### config.mk
export PLATFORM = sky130hd
export DESIGN_NAME = texture_page_rect_splitter
export DESIGN_NICKNAME = d
export VERILOG_FILES = /design/src/rtl/tprs_pkg.sv /design/src/rtl/tprs_fifo.sv /design/src/rtl/tprs_front.sv /design/src/rtl/tprs_walker.sv /design/src/rtl/texture_page_rect_splitter.sv
export VERILOG_INCLUDE_DIRS = /design/src /design/src/rtl
export SDC_FILE = /design/constraint.sdc
export NUM_CORES = 1
export LEC_CHECK = 0
export BUFFER_PORTS_ARGS = -buffer_cell sky130_fd_sc_hd__buf_2
export CAP_MARGIN = 20
export CORE_MARGIN = 2
export CORE_UTILIZATION = 45
export DETAILED_ROUTE_END_ITERATION = 8
export GPL_TIMING_DRIVEN = 0
export SLEW_MARGIN = 20
export SYNTH_ARGS = -nofsm -noshare
export SYNTH_HDL_FRONTEND = slang
export SYNTH_HIERARCHICAL = 1
export SYNTH_SLANG_ARGS = --single-unit
### constraint.sdc
create_clock -name clk -period 11.5 [get_ports clk]
set_clock_uncertainty 0.2 [all_clocks]
set_input_delay 0.575 -clock clk [delete_from_list [all_inputs] [get_ports clk]]
set_output_delay 0.575 -clock clk [all_outputs]
set_load 0.01 [all_outputs]
### src/rtl/texture_page_rect_splitter_assert.svh
// Assertion macros for the texture page rectangle splitter.
// Included by the top level; no other dependencies.
`ifndef TEXTURE_PAGE_RECT_SPLITTER_ASSERT_SVH
`define TEXTURE_PAGE_RECT_SPLITTER_ASSERT_SVH
`ifndef SYNTHESIS
// Same-cycle implication, disabled while reset is asserted.
`define TPRS_ASSERT_SAME(label, clk, rst_n, ante, cons) \
    label: assert property (@(posedge clk) disable iff (!rst_n) (ante) |-> (cons)) \
        else $error("texture_page_rect_splitter: same-cycle check failed");
// Next-cycle implication, disabled while reset is asserted.
`define TPRS_ASSERT_NEXT(label, clk, rst_n, ante, cons) \
    label: assert property (@(posedge clk) disable iff (!rst_n) (ante) |=> (cons)) \
        else $error("texture_page_rect_splitter: next-cycle check failed");
`else
`define TPRS_ASSERT_SAME(label, clk, rst_n, ante, cons)
`define TPRS_ASSERT_NEXT(label, clk, rst_n, ante, cons)
`endif
`endif

### src/rtl/tprs_pkg.sv
// Shared types and constants of the texture page rectangle splitter.
// Used by every module of the block except tprs_fifo; depends on nothing.
package tprs_pkg;

    localparam int PAGE_LOG2_DEFAULT = 8;
    localparam int MAX_TILES         = 18;
    localparam int COUNT_W           = $clog2(MAX_TILES + 1);
    localparam int JOB_DEPTH         = 2;
    localparam int OUT_DEPTH         = 2;

    typedef struct packed {
        logic [11:0] start_x;
        logic [8:0]  start_y;
        logic [9:0]  rect_width;
        logic [8:0]  rect_height;
    } rect_t;

    typedef struct packed {
        logic [12:0] adjusted_x;
        logic [9:0]  adjusted_y;
        logic [4:0]  page_col;
        logic [2:0]  page_row;
        logic [7:0]  in_page_x;
        logic [7:0]  in_page_y;
        logic [9:0]  src_x;
        logic [8:0]  src_y;
        logic [7:0]  tile_width;
        logic [7:0]  tile_height;
        logic        last_tile;
    } tile_t;

    // A classified, non-empty rectangle with its start already bumped.
    typedef struct packed {
        logic [12:0] adj_x;
        logic [9:0]  adj_y;
        logic [9:0]  width;
        logic [8:0]  height;
    } job_t;

    typedef struct packed {
        logic job_pop;
        logic tile_push;
        logic busy;
    } walk_ctl_t;

endpackage

### src/rtl/tprs_fifo.sv
// Small register FIFO used for the job queue and the result queue.
// Depends on nothing; DEPTH must be a power of two, at least 2.
module tprs_fifo #(
    parameter int WIDTH = 8,
    parameter int DEPTH = 2
) (
    input  logic             clk,
    input  logic             rst_n,
    input  logic             push,
    input  logic [WIDTH-1:0] wdata,
    output logic             full,
    input  logic             pop,
    output logic [WIDTH-1:0] rdata,
    output logic             empty
);

    localparam int AW = $clog2(DEPTH);

    logic [WIDTH-1:0] mem_reg [DEPTH];
    logic [AW-1:0]    wr_ptr_reg, wr_ptr_next;
    logic [AW-1:0]    rd_ptr_reg, rd_ptr_next;
    logic [AW:0]      count_reg, count_next;
    logic             do_push, do_pop;

    assign full    = (count_reg == (AW + 1)'(DEPTH));
    assign empty   = (count_reg == '0);
    assign do_push = push && !full;
    assign do_pop  = pop && !empty;
    assign rdata   = mem_reg[rd_ptr_reg];

    always_comb
    begin
        wr_ptr_next = do_push ? wr_ptr_reg + 1'b1 : wr_ptr_reg;
        rd_ptr_next = do_pop ? rd_ptr_reg + 1'b1 : rd_ptr_reg;
        count_next  = count_reg;
        if (do_push && !do_pop)
        begin
            count_next = count_reg + 1'b1;
        end
        else if (do_pop && !do_push)
        begin
            count_next = count_reg - 1'b1;
        end
    end

    always_ff @(posedge clk or negedge rst_n)
    begin
        if (!rst_n)
        begin
            wr_ptr_reg <= '0;
            rd_ptr_reg <= '0;
            count_reg  <= '0;
        end
        else
        begin
            wr_ptr_reg <= wr_ptr_next;
            rd_ptr_reg <= rd_ptr_next;
            count_reg  <= count_next;
        end
    end

    always_ff @(posedge clk)
    begin
        if (do_push)
        begin
            mem_reg[wr_ptr_reg] <= wdata;
        end
    end

endmodule

### src/rtl/tprs_front.sv
// Front end: accepts rectangles, bumps all-ones start coordinates into the
// next page and drops empty rectangles. Depends on tprs_pkg.
module tprs_front import tprs_pkg::*; #(
    parameter int PAGE_LOG2 = PAGE_LOG2_DEFAULT
) (
    input  logic  clk,
    input  logic  rst_n,
    input  logic  push,
    output logic  full,
    input  rect_t rect,
    output job_t  job,
    output logic  job_push,
    input  logic  job_full
);

    logic        valid_reg, valid_next;
    job_t        job_reg;
    logic        accept, nonempty;
    logic [9:0]  y_ext;
    logic [12:0] adj_x;
    logic [9:0]  adj_y;

    assign full     = valid_reg && job_full;
    assign accept   = push && !full;
    assign nonempty = (rect.rect_width != '0) && (rect.rect_height != '0);
    assign y_ext    = {1'b0, rect.start_y};
    assign adj_x    = {1'b0, rect.start_x} + 13'(&rect.start_x[PAGE_LOG2-1:0]);
    assign adj_y    = y_ext + 10'(&y_ext[PAGE_LOG2-1:0]);
    assign job      = job_reg;
    assign job_push = valid_reg && !job_full;

    // Accepting implies the held job is leaving or absent.
    assign valid_next = (accept && nonempty) || (valid_reg && job_full);

    always_ff @(posedge clk or negedge rst_n)
    begin
        if (!rst_n)
        begin
            valid_reg <= 1'b0;
        end
        else
        begin
            valid_reg <= valid_next;
        end
    end

    always_ff @(posedge clk)
    begin
        if (accept)
        begin
            job_reg.adj_x  <= adj_x;
            job_reg.adj_y  <= adj_y;
            job_reg.width  <= rect.rect_width;
            job_reg.height <= rect.rect_height;
        end
    end

endmodule

### src/rtl/tprs_walker.sv
// Back end: walks one job column-major and emits one tile per cycle while the result queue has room.
// Depends on tprs_pkg.
module tprs_walker import tprs_pkg::*; #(
    parameter int PAGE_LOG2 = PAGE_LOG2_DEFAULT
) (
    input  logic      clk,
    input  logic      rst_n,
    input  job_t      job,
    input  logic      job_empty,
    input  logic      out_full,
    output tile_t     tile,
    output walk_ctl_t ctl
);

    localparam int CW = (PAGE_LOG2 > 10) ? PAGE_LOG2 : 10;
    localparam int RW = (PAGE_LOG2 > 9) ? PAGE_LOG2 : 9;

    typedef enum logic {ST_IDLE, ST_WALK} state_t;

    state_t               state_reg, state_next;
    job_t                 job_reg, job_next;
    logic [PAGE_LOG2-1:0] col_off_reg, col_off_next;
    logic [9:0]           col_rem_reg, col_rem_next;
    logic [4:0]           col_page_reg, col_page_next;
    logic [PAGE_LOG2-1:0] row_off_reg, row_off_next;
    logic [8:0]           row_rem_reg, row_rem_next;
    logic [2:0]           row_page_reg, row_page_next;
    logic [COUNT_W-1:0]   count_reg, count_next;

    logic [PAGE_LOG2-1:0] col_room, row_room;
    logic [CW-1:0]        cw;
    logic [RW-1:0]        ch;
    logic                 col_done, row_done, cap, last, load, emit;

    always_comb
    begin
        col_room = ~col_off_reg;
        row_room = ~row_off_reg;
        cw = (CW'(col_room) > CW'(col_rem_reg)) ? CW'(col_rem_reg) : CW'(col_room);
        ch = (RW'(row_room) > RW'(row_rem_reg)) ? RW'(row_rem_reg) : RW'(row_room);
        col_done = (CW'(col_rem_reg) == cw);
        row_done = (RW'(row_rem_reg) == ch);
        cap      = (count_reg == COUNT_W'(MAX_TILES - 1));
        last     = cap || (col_done && row_done);
        load     = (state_reg == ST_IDLE) && !job_empty;
        emit     = (state_reg == ST_WALK) && !out_full;
    end

    always_comb
    begin
        state_next    = state_reg;
        job_next      = job_reg;
        col_off_next  = col_off_reg;
        col_rem_next  = col_rem_reg;
        col_page_next = col_page_reg;
        row_off_next  = row_off_reg;
        row_rem_next  = row_rem_reg;
        row_page_next = row_page_reg;
        count_next    = count_reg;
        case (state_reg)
            ST_IDLE:
            begin
                if (load)
                begin
                    state_next    = ST_WALK;
                    job_next      = job;
                    col_off_next  = job.adj_x[PAGE_LOG2-1:0];
                    col_rem_next  = job.width;
                    col_page_next = 5'(job.adj_x >> PAGE_LOG2);
                    row_off_next  = job.adj_y[PAGE_LOG2-1:0];
                    row_rem_next  = job.height;
                    row_page_next = 3'(job.adj_y >> PAGE_LOG2);
                    count_next    = '0;
                end
            end
            ST_WALK:
            begin
                if (emit)
                begin
                    count_next = count_reg + 1'b1;
                    if (last)
                    begin
                        state_next = ST_IDLE;
                    end
                    else if (row_done)
                    begin
                        // Column finished: step to the next page column and
                        // restart the rows at the rectangle's top.
                        col_off_next  = '0;
                        col_rem_next  = col_rem_reg - 10'(cw);
                        col_page_next = col_page_reg + 1'b1;
                        row_off_next  = job_reg.adj_y[PAGE_LOG2-1:0];
                        row_rem_next  = job_reg.height;
                        row_page_next = 3'(job_reg.adj_y >> PAGE_LOG2);
                    end
                    else
                    begin
                        row_off_next  = '0;
                        row_rem_next  = row_rem_reg - 9'(ch);
                        row_page_next = row_page_reg + 1'b1;
                    end
                end
            end
            default:
            begin
                state_next = ST_IDLE;
            end
        endcase
    end

    always_ff @(posedge clk or negedge rst_n)
    begin
        if (!rst_n)
        begin
            state_reg    <= ST_IDLE;
            job_reg      <= '0;
            col_off_reg  <= '0;
            col_rem_reg  <= '0;
            col_page_reg <= '0;
            row_off_reg  <= '0;
            row_rem_reg  <= '0;
            row_page_reg <= '0;
            count_reg    <= '0;
        end
        else
        begin
            state_reg    <= state_next;
            job_reg      <= job_next;
            col_off_reg  <= col_off_next;
            col_rem_reg  <= col_rem_next;
            col_page_reg <= col_page_next;
            row_off_reg  <= row_off_next;
            row_rem_reg  <= row_rem_next;
            row_page_reg <= row_page_next;
            count_reg    <= count_next;
        end
    end

    always_comb
    begin
        tile.adjusted_x  = job_reg.adj_x;
        tile.adjusted_y  = job_reg.adj_y;
        tile.page_col    = col_page_reg;
        tile.page_row    = row_page_reg;
        tile.in_page_x   = 8'(col_off_reg);
        tile.in_page_y   = 8'(row_off_reg);
        tile.src_x       = job_reg.width - col_rem_reg;
        tile.src_y       = job_reg.height - row_rem_reg;
        tile.tile_width  = 8'(cw);
        tile.tile_height = 8'(ch);
        tile.last_tile   = last;
        ctl.job_pop      = load;
        ctl.tile_push    = emit;
        ctl.busy         = (state_reg == ST_WALK);
    end

endmodule

### src/rtl/texture_page_rect_splitter.sv
// Top level of the texture page rectangle splitter.
// Depends on tprs_pkg, tprs_fifo, tprs_front, tprs_walker and the assertion header.
//
// Usage: a rectangle request (start x/y, width, height) is written with push
// while full is low. Each rectangle is cut into tiles that stay inside one
// page and are at most one less than a page on a side; a start coordinate
// whose in-page part is all ones is first moved into the next page. Tiles come
// out column by column, top to bottom within a column, through a queue-style
// port: while empty is low the oldest tile is on the tile port, and pop takes
// it. The final tile of a rectangle carries last_tile. Empty rectangles are
// swallowed by the front end and give no tiles. At most 18 tiles per rectangle.
// A rectangle passes the front register, the job queue, the walker and the
// result queue before its first tile is visible. The walker loads a rectangle
// while idle, then emits one tile per cycle as long as the result queue has room.
// A two-entry job queue between front end and walker lets new rectangles be
// taken while the walker is busy. When the receiver stops popping, the result
// queue fills, the walker holds its position, and full rises once the job
// queue and front register are occupied. Reset clears all queues and the walk.

`include "texture_page_rect_splitter_assert.svh"

module texture_page_rect_splitter import tprs_pkg::*; #(
    parameter int PAGE_LOG2 = PAGE_LOG2_DEFAULT
) (
    input  logic  clk,
    input  logic  rst_n,
    input  logic  push,
    output logic  full,
    input  rect_t rect,
    output logic  empty,
    input  logic  pop,
    output tile_t tile
);

    job_t      front_job;
    logic      job_push, job_full;
    job_t      job_head;
    logic      job_empty;
    tile_t     walk_tile;
    logic      out_full;
    walk_ctl_t ctl;

    // Front end: classification and the all-ones bump.
    tprs_front #(
        .PAGE_LOG2 (PAGE_LOG2)
    ) u_front (
        .clk      (clk),
        .rst_n    (rst_n),
        .push     (push),
        .full     (full),
        .rect     (rect),
        .job      (front_job),
        .job_push (job_push),
        .job_full (job_full)
    );

    // Job queue decoupling the front end from the walker.
    tprs_fifo #(
        .WIDTH ($bits(job_t)),
        .DEPTH (JOB_DEPTH)
    ) u_job_q (
        .clk   (clk),
        .rst_n (rst_n),
        .push  (job_push),
        .wdata (front_job),
        .full  (job_full),
        .pop   (ctl.job_pop),
        .rdata (job_head),
        .empty (job_empty)
    );

    // Walker: one tile per cycle while the result queue has room.
    tprs_walker #(
        .PAGE_LOG2 (PAGE_LOG2)
    ) u_walker (
        .clk       (clk),
        .rst_n     (rst_n),
        .job       (job_head),
        .job_empty (job_empty),
        .out_full  (out_full),
        .tile      (walk_tile),
        .ctl       (ctl)
    );

    // Result queue; its registers separate the walker from the receiver.
    tprs_fifo #(
        .WIDTH ($bits(tile_t)),
        .DEPTH (OUT_DEPTH)
    ) u_out_q (
        .clk   (clk),
        .rst_n (rst_n),
        .push  (ctl.tile_push),
        .wdata (walk_tile),
        .full  (out_full),
        .pop   (pop),
        .rdata (tile),
        .empty (empty)
    );

    // The walker only emits into a result queue with room.
    `TPRS_ASSERT_SAME(a_tile_room, clk, rst_n, ctl.tile_push, !out_full)
    // The last tile of a rectangle ends the walk.
    `TPRS_ASSERT_NEXT(a_last_ends, clk, rst_n, ctl.tile_push && walk_tile.last_tile, !ctl.busy)
    // Empty rectangles never reach the job queue.
    `TPRS_ASSERT_SAME(a_job_nonempty, clk, rst_n, job_push,
        front_job.width != '0 && front_job.height != '0)

endmodule
==> impl_summary.md, run 1 <==
Logic synthesis
In this run the cell area of the synthesized design comes to 18,100 sq um. Synthesis produced a netlist with a net count of 1,437. For this run, the number of Yosys warnings is 6. The mean post-synth cell area is 13.5 sq um. Counting every instance in the synthesized netlist gives 1,335.

Clock network
The clock passes through at most 3 buffers. TritonCTS built the clock tree. The number of H-tree branching levels is 2. The buffer type at the clock tree root is clkbuf_16. Clock-pin slew was measured on the worst setup and hold paths at 0.06 ns. The clock net in this run drives a total of 392 sinks.

The later pin in the worst-skew pair is clocked with a latency of 0.54 ns. The total setup buffers inserted after CTS is 0. The total CTS buffers is 41.

Routing
For this run, the detailed router's first-pass iteration total came to 5. The final layout contains routed wiring with a total length of 40,600 microns. The count of routing violations after the opening detailed-route iteration is 704. The remaining antenna violation count after routing is 0.

After detailed routing, the average wire length per cell comes to 19.6 microns. After detailed routing, the number of remaining DRC violations is 0. Summing over every cut layer, the via total after detailed routing is 10,900.

In the routed layout, each cell is associated on average with a via count of 5.27.

STA
The final-layout worst hold slack is 0.0206 ns. Setup repair after global routing left no endpoint under its margin. Subtracting the final worst setup slack from the clock period gives 6.13 ns.

The count of endpoints failing hold in the final timing report was 0. The setup slack after layout is 5.37 ns. Setup total negative slack on the finished layout was measured at 0 ns. The count of final max-slew check failures is 0. The final number of setup-violating endpoints is 0. The maximum clock rate is 163 MHz. The relative slew slack is 0.486. The actual transition at the worst max-transition pin is 0.771 ns. In the finished design, the share of the clock period the worst path needs comes to 0.533.

Place
At the placement stage, the worst setup path has a slack of 5.41 ns. Port buffering added 127 buffers. The post-detailed-placement cell area is 19,600 sq um. The final weighted congestion in routability-driven placement is 0.873.

The HPWL reported at the end of detailed placement is 30,100 microns. After detailed placement, the design holds a cell count of 1,997.

Global routing
The number of global-route vias before repair is 10,700. The first global-routing pass estimated 62,100 microns of wire. Entering global routing, the biggest net connects 52 pins.

Across every metal layer, demand over resource in global routing totals 0.196. The global-route congestion overflow total is 0. The number of antenna violations at the first check in global routing is 0.

Power
The internal power contribution is 4.63 mW. The switching share of total power is 0.366. Summed over all nets, the switching power comes to 2.67 mW. Of the total power, registers draw 0.366.

In this run the power density over the cells is 348 nW/um^2. The sum of internal, switching and leakage power is 7.30 mW. The worst vdd rail ir drop is 0.132 mV. The share of total power dissipated in the clock network is 0.176. Of the total power, combinational logic draws 0.457.

The analysis attributes to cell leakage a power of 8.66 nW.

Die
The floorplan step set the die width to 204 microns. The initial cell density of the core is 0.456. Row generation in the floorplan step produced 73 rows. The area of the die is 41,800 sq um. The area inside the core boundary is 39,600 sq um. The count of boundary I/O pins is 129. Measured along the y axis, the die boundary spans 204 microns.

Critical path
The maximum net fanout on the critical path is 10. The start of the worst register-to-register path is u_walker/col_rem_reg[3]. The data required time of the worst path is 11.74 ns. The element type at the critical path end is a flip-flop. The critical path is of the flip-flop to flip-flop type. The start point of the critical path is u_walker/col_rem_reg[3]. The number of cells on the worst reg-to-reg path is 22. The arrival time of the worst setup path is 6.37 ns. The worst register-to-register path ends at u_walker/row_page_reg[0]. The worst register-to-register path has a setup slack of 5.37 ns. The critical path launch point type is a flip-flop.

Run status
The flow ran to the end, and the final reports show no timing, DRC or antenna violations.

Min path
The type of the tightest min-delay check is input pin to flip-flop. The hold-critical path endpoint is u_front/job[8]. The worst hold path stage count is 1.

The worst hold path begins at rect[8].

Final layout
The number of flip-flops under the largest register name is 166. The area of all placed cells without fillers is 21,000 sq um. The non-filler instance count after layout is 2,071. Compared with the post-synthesis result, the final layout area differs by 16.1%. Of the cells placed in the final design, the portion with a size suffix greater than 1 is 0.254. Leaving out fill and tap cells, the most frequent cells in the layout are 292 x edfxtp_1, 181 x nand2_1, 134 x buf_2, 100 x dfrtp_1, 99 x mux2_4. Leaving out fill and tap cells, the most frequent cell in the layout is edfxtp_1. For this run, the post-layout net count is 1,618. The final design utilization is 0.529. The number of diodes added for antenna fixing is 0.

Flow run
The number of max-cap violations is 0.
==> critical path, stage by stage, from the launching register on <==
cell and delay, ns:
dfrtp_1 0.36, buf_2 0.18, inv_1 0.24, ha_1 0.31
a21o_1 0.18, a21o_1 0.19, a2111o_1 0.52, nand2_1 0.16
clkbuf_1 0.37, clkbuf_1 0.35, nand2_1 0.14, o21ai_0 0.25
ha_1 0.34, nand4_1 0.12, nor4_1 0.47, a21o_1 0.18
a31o_2 0.19, o21a_4 0.24, and2_4 0.16, buf_6 0.14
clkbuf_1 0.47, nor3_1 0.09, nor3_1 0.20
==> per-layer routing <==
layer | routed length [microns] | part of all wire | track usage
met3 | 1970 | 0.048 | 0.0308
met2 | 19100 | 0.47 | 0.315
met4 | 933 | 0.023 | 0.0549
met5 | 0 | 0 | 0
met1 | 18600 | 0.46 | 0.277
==> worst max-delay path by stage <==
stage | to | slack (ns) | depth (start not counted)
global placement | u_out_q/mem_reg[0][28] | 3.57 | 7
detailed placement | u_walker/row_page_reg[0] | 5.41 | 22
floorplan | u_out_q/mem_reg[0][0] | 6.19 | 7
CTS | u_walker/row_page_reg[0] | 5.41 | 22
finish | u_walker/row_page_reg[0] | 5.37 | 22
global route | u_walker/row_page_reg[0] | 4.92 | 22
==> power by group through the flow <==
stage               sequential [mW]  clock (mW)  combinational (mW)
detailed placement             2.71           0                3.34
finish                         2.68        1.29                3.34
floorplan                      2.64           0                2.34
global route                   2.74        1.38                3.68
global placement               2.75           0                3.19
CTS                            2.68        1.32                3.36
==> layout make-up <==
cell class | count | area [sq um]
multi-input combinational | 791 | 6000
clock buffer | 55 | 1130
tap | 525 | 657
inverter | 80 | 300
sequential | 392 | 11300
buffer | 72 | 518
clock inverter | 18 | 186
timing repair buffer | 138 | 905
fill | 3413 | 18700
==> timing repair <==
action | 4_1_cts | 5_1_grt
hold buffers | 1 | 0
resized for setup | 0 | 0
setup endpoints to repair | 0 | 0
endpoints found under the hold margin | 49 | 0
No activity file was read; power rests on OpenSTA's default activity.
==> run 2: changes to the inputs <==
Clock period 11.5 ns to 6.4 ns, I/O delays scaled along.
==> impl_summary.md, run 2 (synthesis gave the netlist of run 1 again) <==
Run status
The flow ran to the end, and the final reports show no timing, DRC or antenna violations.

STA
The setup slack after layout is 0.375 ns. The count of endpoints failing hold in the final timing report was 0. The final number of setup-violating endpoints is 0. Setup repair after global routing left no endpoint under its margin. In the finished design, the share of the clock period the worst path needs comes to 0.941. The count of final max-slew check failures is 0. The worst pin sits at a relative slew slack of 0.487. The smallest clock period supported by the final layout is computed as 6.03 ns. Derived from the worst setup path, the maximum achievable clock frequency is 166 MHz. For the pin with the worst max-slew slack, the measured transition is 0.770 ns. After routing, the total negative slack on setup checks comes to 0 ns.

Flow run
Across the run, the number of max-cap violations was 0.

Die
In this run the core area contains 73 standard-cell rows. The die is 204 microns tall. In this run the horizontal extent of the chip is 204 microns. The area inside the core boundary is 39,600 sq um. The die covers 41,800 sq um. The initial cell density of the core is 0.456. The count of boundary I/O pins is 129.

Critical path
The data required time of the worst path is 6.65 ns. In this run the worst path has a maximum fanout of 10. The critical path is of the flip-flop to flip-flop type. The arrival time of the worst setup path is 6.27 ns. The worst setup path is captured at a flip-flop. The critical path launch point type is a flip-flop.

Final layout
The number of nets in the layout is 1,662. 0 antenna diodes ended up in the layout. The most common cell after layout, fill and taps aside is edfxtp_1. The number of flip-flops under the largest register name is 166.

The layout overhead on the synthesized area is 18.5%. The fill cell instance count of the final layout is 3,376. The top cell types in the final layout, fill and taps aside, are 292 x edfxtp_1, 181 x nand2_1, 134 x buf_2, 100 x dfrtp_1, 99 x mux2_4.

The fraction of final layout cells with drive strength greater than 1 is 0.247.

Clock network
The CTS tree is built. The number of H-tree branching levels is 2. The clock passes through at most 3 buffers. Clock-pin slew was measured on the worst setup and hold paths at 0.06 ns. The buffer type at the clock tree root is clkbuf_16.

The clock latency reported for the late side of the worst-skew pair is 0.55 ns. The total clock sinks is 392. Buffers added to address setup during post-CTS repair amount to 0. In this run, CTS created clock tree buffers numbering 41.

Routing
In this run the remaining antenna-violating nets after routing total 0. In this run, the number of DRC markers left after iteration 0 of detailed routing was 769. In the routed design, unresolved DRC markers number 0. In the final routed layout, each cell accounts on average for 19.4 microns. The detail-routed via count per cell is 5.26. The final routed wirelength across all metal layers is 41,000 microns. The via count is 11,100. The number of iterations in the first detailed-routing pass is 5.

Power
The completed layout was analyzed and its total power is 13.2 mW. The leakage power is 8.84 nW. The power density over the cells is 615 nW/um^2. VDD sags by at most 0.237 mV.

Place
At the end of routability-driven placement, the weighted congestion stood at 0.873. The number of input and output port buffers inserted is 127. Before CTS, the worst setup slack after placement is 0.314 ns. The wire-length estimate of the detail-placed layout is 30,100 microns.

Global routing
The number of global-route vias before repair is 10,900. The first-pass GRT wire length is 62,900 microns. Across every metal layer, demand over resource in global routing totals 0.198. Entering global routing, the biggest net connects 52 pins. The global-route congestion overflow total is 0. The number of antenna violations at the first check in global routing is 0.

Min path
The type of the tightest min-delay check is input pin to async pin.
==> run 2: changes by cell type in the layout (fill, tap and decap cells not counted) <==
cell           previous run  this run
a21boi_0                  9         8
dlygate4sd3_1             1        46
clkbuf_1                 31        30
a21boi_1                  0         1
==> run 2: critical path, stage by stage (launching register included) <==
cell and delay (ns):
dfrtp_1 0.36, buf_2 0.18, inv_1 0.24, ha_1 0.31, a21o_1 0.18, a21o_1 0.19, a2111o_1 0.53, nand2_1 0.16
clkbuf_1 0.37, clkbuf_1 0.35, nand2_1 0.14, o21ai_0 0.25, ha_1 0.35, nand4_1 0.12, nor4_1 0.48, a21o_1 0.18
a31o_2 0.19, nor2_2 0.14, nor2_1 0.30, clkbuf_1 0.43, a21oi_1 0.08, a22oi_1 0.19
==> run 2: metal layers <==
layer,track usage,up-vias,part of all wire
li1,-,5289,-
met1,0.278,5487,0.46
met2,0.322,287,0.47
met3,0.0306,54,0.046
met4,0.0556,0,0.023
met5,0,-,0
==> run 2: repair_timing <==
| action | CTS | global route |
|---|---|---|
| hold buffers | 46 | 0 |
| setup endpoints to repair | 0 | 15 |
| gates resized for setup | 0 | 1 |
| hold endpoints to repair | 144 | 0 |
==> run 2: through the flow <==
| step | hold WS (ns) | cells | area (sq um) | utilization |
|---|---|---|---|---|
| after global placement | 0.225 | 1987 | 19400 | 0.488 |
| after CTS | 0.126 | 2116 | 21400 | 0.540 |
| after global routing | 0.153 | 2115 | 21400 | 0.540 |
| after floorplan | -0.176 | 1335 | 18100 | - |
| after detailed placement | 0.114 | 1997 | 19600 | 0.495 |
| final | 0.109 | 2115 | 21400 | 0.540 |
==> run 2: worst paths after layout <==
kind	startpoint	to	slack (ns)	depth (start not counted)
worst max-delay path	u_walker/col_rem_reg[3]	u_walker/col_rem_reg[6]	0.37	21
worst min-delay path	rst_n	u_walker/tile[66]	0.11	2
worst max register to register	u_walker/col_rem_reg[3]	u_walker/col_rem_reg[6]	0.37	21
worst min register to register	u_front/job[23]	u_job_q/mem_reg[0][23]	0.24	0
max in group asynchronous	rst_n	u_walker/job_reg[10]	5.23	3
min in group clk	u_front/job[23]	u_job_q/mem_reg[0][23]	0.24	0
==> run 2: report_power, final <==
group | switching, mW | internal [mW] | leakage, nW
combinational | 3.36 | 2.67 | 4.29
sequential | 0.514 | 4.30 | 3.92
clock | 0.948 | 1.36 | 0.632
==> run 2: area by class of cell <==
type                    instances  area [sq um]  share of cell area
plain buffers                  71           514              0.0240
clock buffers                  55          1130              0.0528
clock inverters                18           186             0.00871
inverters                      80           300              0.0140
multi-input cells             791          6000               0.280
flip-flops and latches        392         11300               0.526
well taps                     525           657              0.0307
repair buffers                183          1360              0.0633
==> run 3: changes to the inputs <==
Settings changed: REMOVE_ABC_BUFFERS set to 1.
==> impl_summary.md, run 3 (synthesis gave the netlist of run 1 again) <==
Run status
The flow ran to the end, and the final reports show no timing, DRC or antenna violations.

STA
Dividing the final minimum period by the clock period gives 0.919. For this run, the top clock speed supported by timing is 170 MHz. The count of final max-slew check failures is 0. Adding up every negative setup slack in the final design gives 0 ns. The relative slew slack is 0.274. The shortest clock period the worst path allows after layout is 5.88 ns.

The count of endpoints failing hold in the final timing report came to 0. The actual transition at the worst max-transition pin is 1.09 ns. The setup slack after layout is 0.518 ns. Setup repair after global routing left no endpoint under its margin. Setup violations remaining at the end of the flow were counted as 0.

Critical path
The signal on the critical path passes through inv_1, ha_1, nand4_1, o22ai_1, nor3_1, nand2_2, nand2_1, a21boi_0, inv_1, ha_1, nand4_1, nor4_1, a21o_1, a31o_2, nor2_2, nor2_2, a211o_1, o21ai_0. The maximum net fanout on the critical path is 21. Together, buffers and inverters on the worst path number 2. STA classifies the critical path startpoint as a flip-flop. The arrival time of the worst setup path is 6.05 ns. The start-to-end type of the worst setup path is flip-flop to flip-flop. The kind of cell with the highest combined delay along the critical path is simple AND/OR/NAND/NOR gates. At the worst endpoint, the required time is 6.57 ns. The element type at the critical path end is a flip-flop. For this design, the slowest cell found on the critical path is nor3_1.

The critical path's largest stage delay is 0.64 ns.

Final layout
Leaving out fill and tap cells, the most frequent cells in the layout are 292 x edfxtp_1, 180 x nand2_1, 127 x buf_2, 99 x mux2_4, 98 x dfrtp_1. In the final layout, the share of cells above drive strength 1 is 0.230. The final design utilization is 0.529. Leaving out fill and tap cells, the most frequent cell in the layout is edfxtp_1.

The fill cell instance count of the final layout is 3,437. Once layout is done, the placed cells without fillers occupy 21,000 sq um. The layout overhead on the synthesized area is 16.0%.

The number of nets in the layout is 1,594. The number of flip-flops under the largest register name is 166.

Routing
The first detailed-routing pass ran for 5 iterations. The total DRC errors in the routed layout is 0. In the routed layout, each cell is associated on average with a via count of 5.25.

In this run the remaining antenna-violating nets after routing total 0. The count of routing violations after the opening detailed-route iteration is 762. The detail-routed net length per standard cell is 18.4 microns. The final layout contains routed wiring with a total length of 37,700 microns. The detailed router placed 10,700 vias in this run.

Clock network
The clock transition time at the flip-flop clock pins of the worst setup and hold paths is 0.06 ns. Clock tree synthesis found a total of 392 sinks. The total setup buffers inserted after CTS is 0. For the worst-skew pair, the clock arrives at the later sink with an insertion delay of 0.54 ns.

The deepest clock path buffer count is 3. The H-tree generated during clock tree synthesis spans 2 levels. The tree is rooted in a clkbuf_16. The number of clock buffers added by TritonCTS is 40. TritonCTS built the clock tree.

Die
The die covers 41,800 sq um. After floorplanning, the core was divided into 73 placement rows. The width of the die is 204 microns. For this configuration, the core starts out at a cell density of 0.456. For this design the top-level I/O count stands at 129.

The floorplan step set the die height to 204 microns. The core region is 39,600 sq um.

Power
Across the VDD grid, the largest voltage drop is 0.303 mV. The share of total power dissipated in combinational logic is 0.438. The clock group share of total power is 0.179. For this design the ratio of total power to cell area is 609 nW/um^2. The internal power of the cells totals 8.17 mW. Of the total power, the share spent switching nets is 0.361. Of the total power, registers draw 0.383.

The switching power is 4.61 mW. In this run the static leakage power is 8.59 nW.

Global routing
The number of antenna violations at the first check in global routing came to 1. For this run, global-route usage on met1 was measured as 0.258. The global-route congestion overflow total is 0. For met2 alone, demand over resource in global routing was 0.295.

The first global-routing pass estimated 59,000 microns of wire. The pin count of the biggest net entering global routing is 63. The number of global-route vias before repair is 10,600. In the global route stage, met3 resource usage came out at 0.0269. The busiest layer in global routing is met2. For this run, the total global-route usage over all layers was measured as 0.182.

Place
Before CTS, the worst setup slack after placement is 0.111 ns. After detailed placement, the total cell area comes to 19,200 sq um. The HPWL reported at the end of detailed placement is 26,000 microns.

The number of input and output port buffers inserted is 128. Routability-driven placement finished with a final weighted congestion of 0.846.

Flow run
The tool flagged a number of max-cap violations equal to 0.

Min path
The min-delay analysis places its worst path in the category input pin to flip-flop.
[run 3: final timing paths]
check	startpoint	end	slack [ns]	cells after the start
setup / recovery	u_walker/col_off_reg[3]	u_walker/col_rem_reg[3]	0.52	18
hold / removal	rect[35]	u_front/job[37]	0.03	3
setup reg to reg	u_walker/col_off_reg[3]	u_walker/col_rem_reg[3]	0.52	18
hold reg to reg	u_front/job[23]	u_job_q/mem_reg[1][23]	0.24	0
max in group asynchronous	rst_n	u_walker/job_reg[7]	5.25	3
min in group asynchronous	rst_n	u_walker/tile[72]	0.07	2
[run 3: final cells by class]
cell class | count | area (sq um) | share of cell area
Antenna cell | 1 | 2.50 | 0.000119
Clock buffer | 54 | 1060 | 0.0507
Clock inverter | 17 | 215 | 0.0103
Inverter | 80 | 302 | 0.0144
Multi-Input combinational cell | 791 | 6010 | 0.287
Sequential cell | 392 | 11300 | 0.538
Tap cell | 525 | 657 | 0.0313
Timing Repair Buffer | 187 | 1430 | 0.0682
[run 3: power by group through the flow]
stage / Sequential (mW) / Combinational (mW) / Clock [mW]
3_3_place_gp: 5.15 / 5.22 / 0
5_1_grt: 5.02 / 6.18 / 2.44
3_5_place_dp: 4.95 / 5.59 / 0
2_1_floorplan: 4.90 / 3.87 / 0
6_report: 4.89 / 5.59 / 2.29
4_1_cts: 4.90 / 5.65 / 2.34
[run 3: timing repair]
action / CTS / global route
endpoints found under the hold margin: 143 / 0
gates resized for setup: 0 / 2
hold buffers: 45 / 0
endpoints found under the setup margin: 0 / 8
[run 3: worst min-delay path, delay by kind of cell]
family                    cells  cell delay [ns]
buffers and inverters         1             0.14
xor gates and xnor gates      1             0.11
and+or+nand+nor               1             0.09
[run 3: layer usage]
layer | vias to the layer above | share of wire
met1 | 5252 | 0.46
li1 | 5145 | -
met2 | 284 | 0.46
met3 | 59 | 0.051
met5 | - | 0
met4 | 0 | 0.021
[run 3: metrics by stage]
stage / hold WS, ns / std cells / power (mW)
2_1_floorplan: -0.176 / 1263 / 8.77
3_3_place_gp: 0.223 / 1916 / 10.4
3_5_place_dp: 0.0665 / 1930 / 10.5
4_1_cts: 0.00353 / 2046 / 12.9
5_1_grt: 0.0184 / 2047 / 13.6
6_report: 0.0271 / 2047 / 12.8
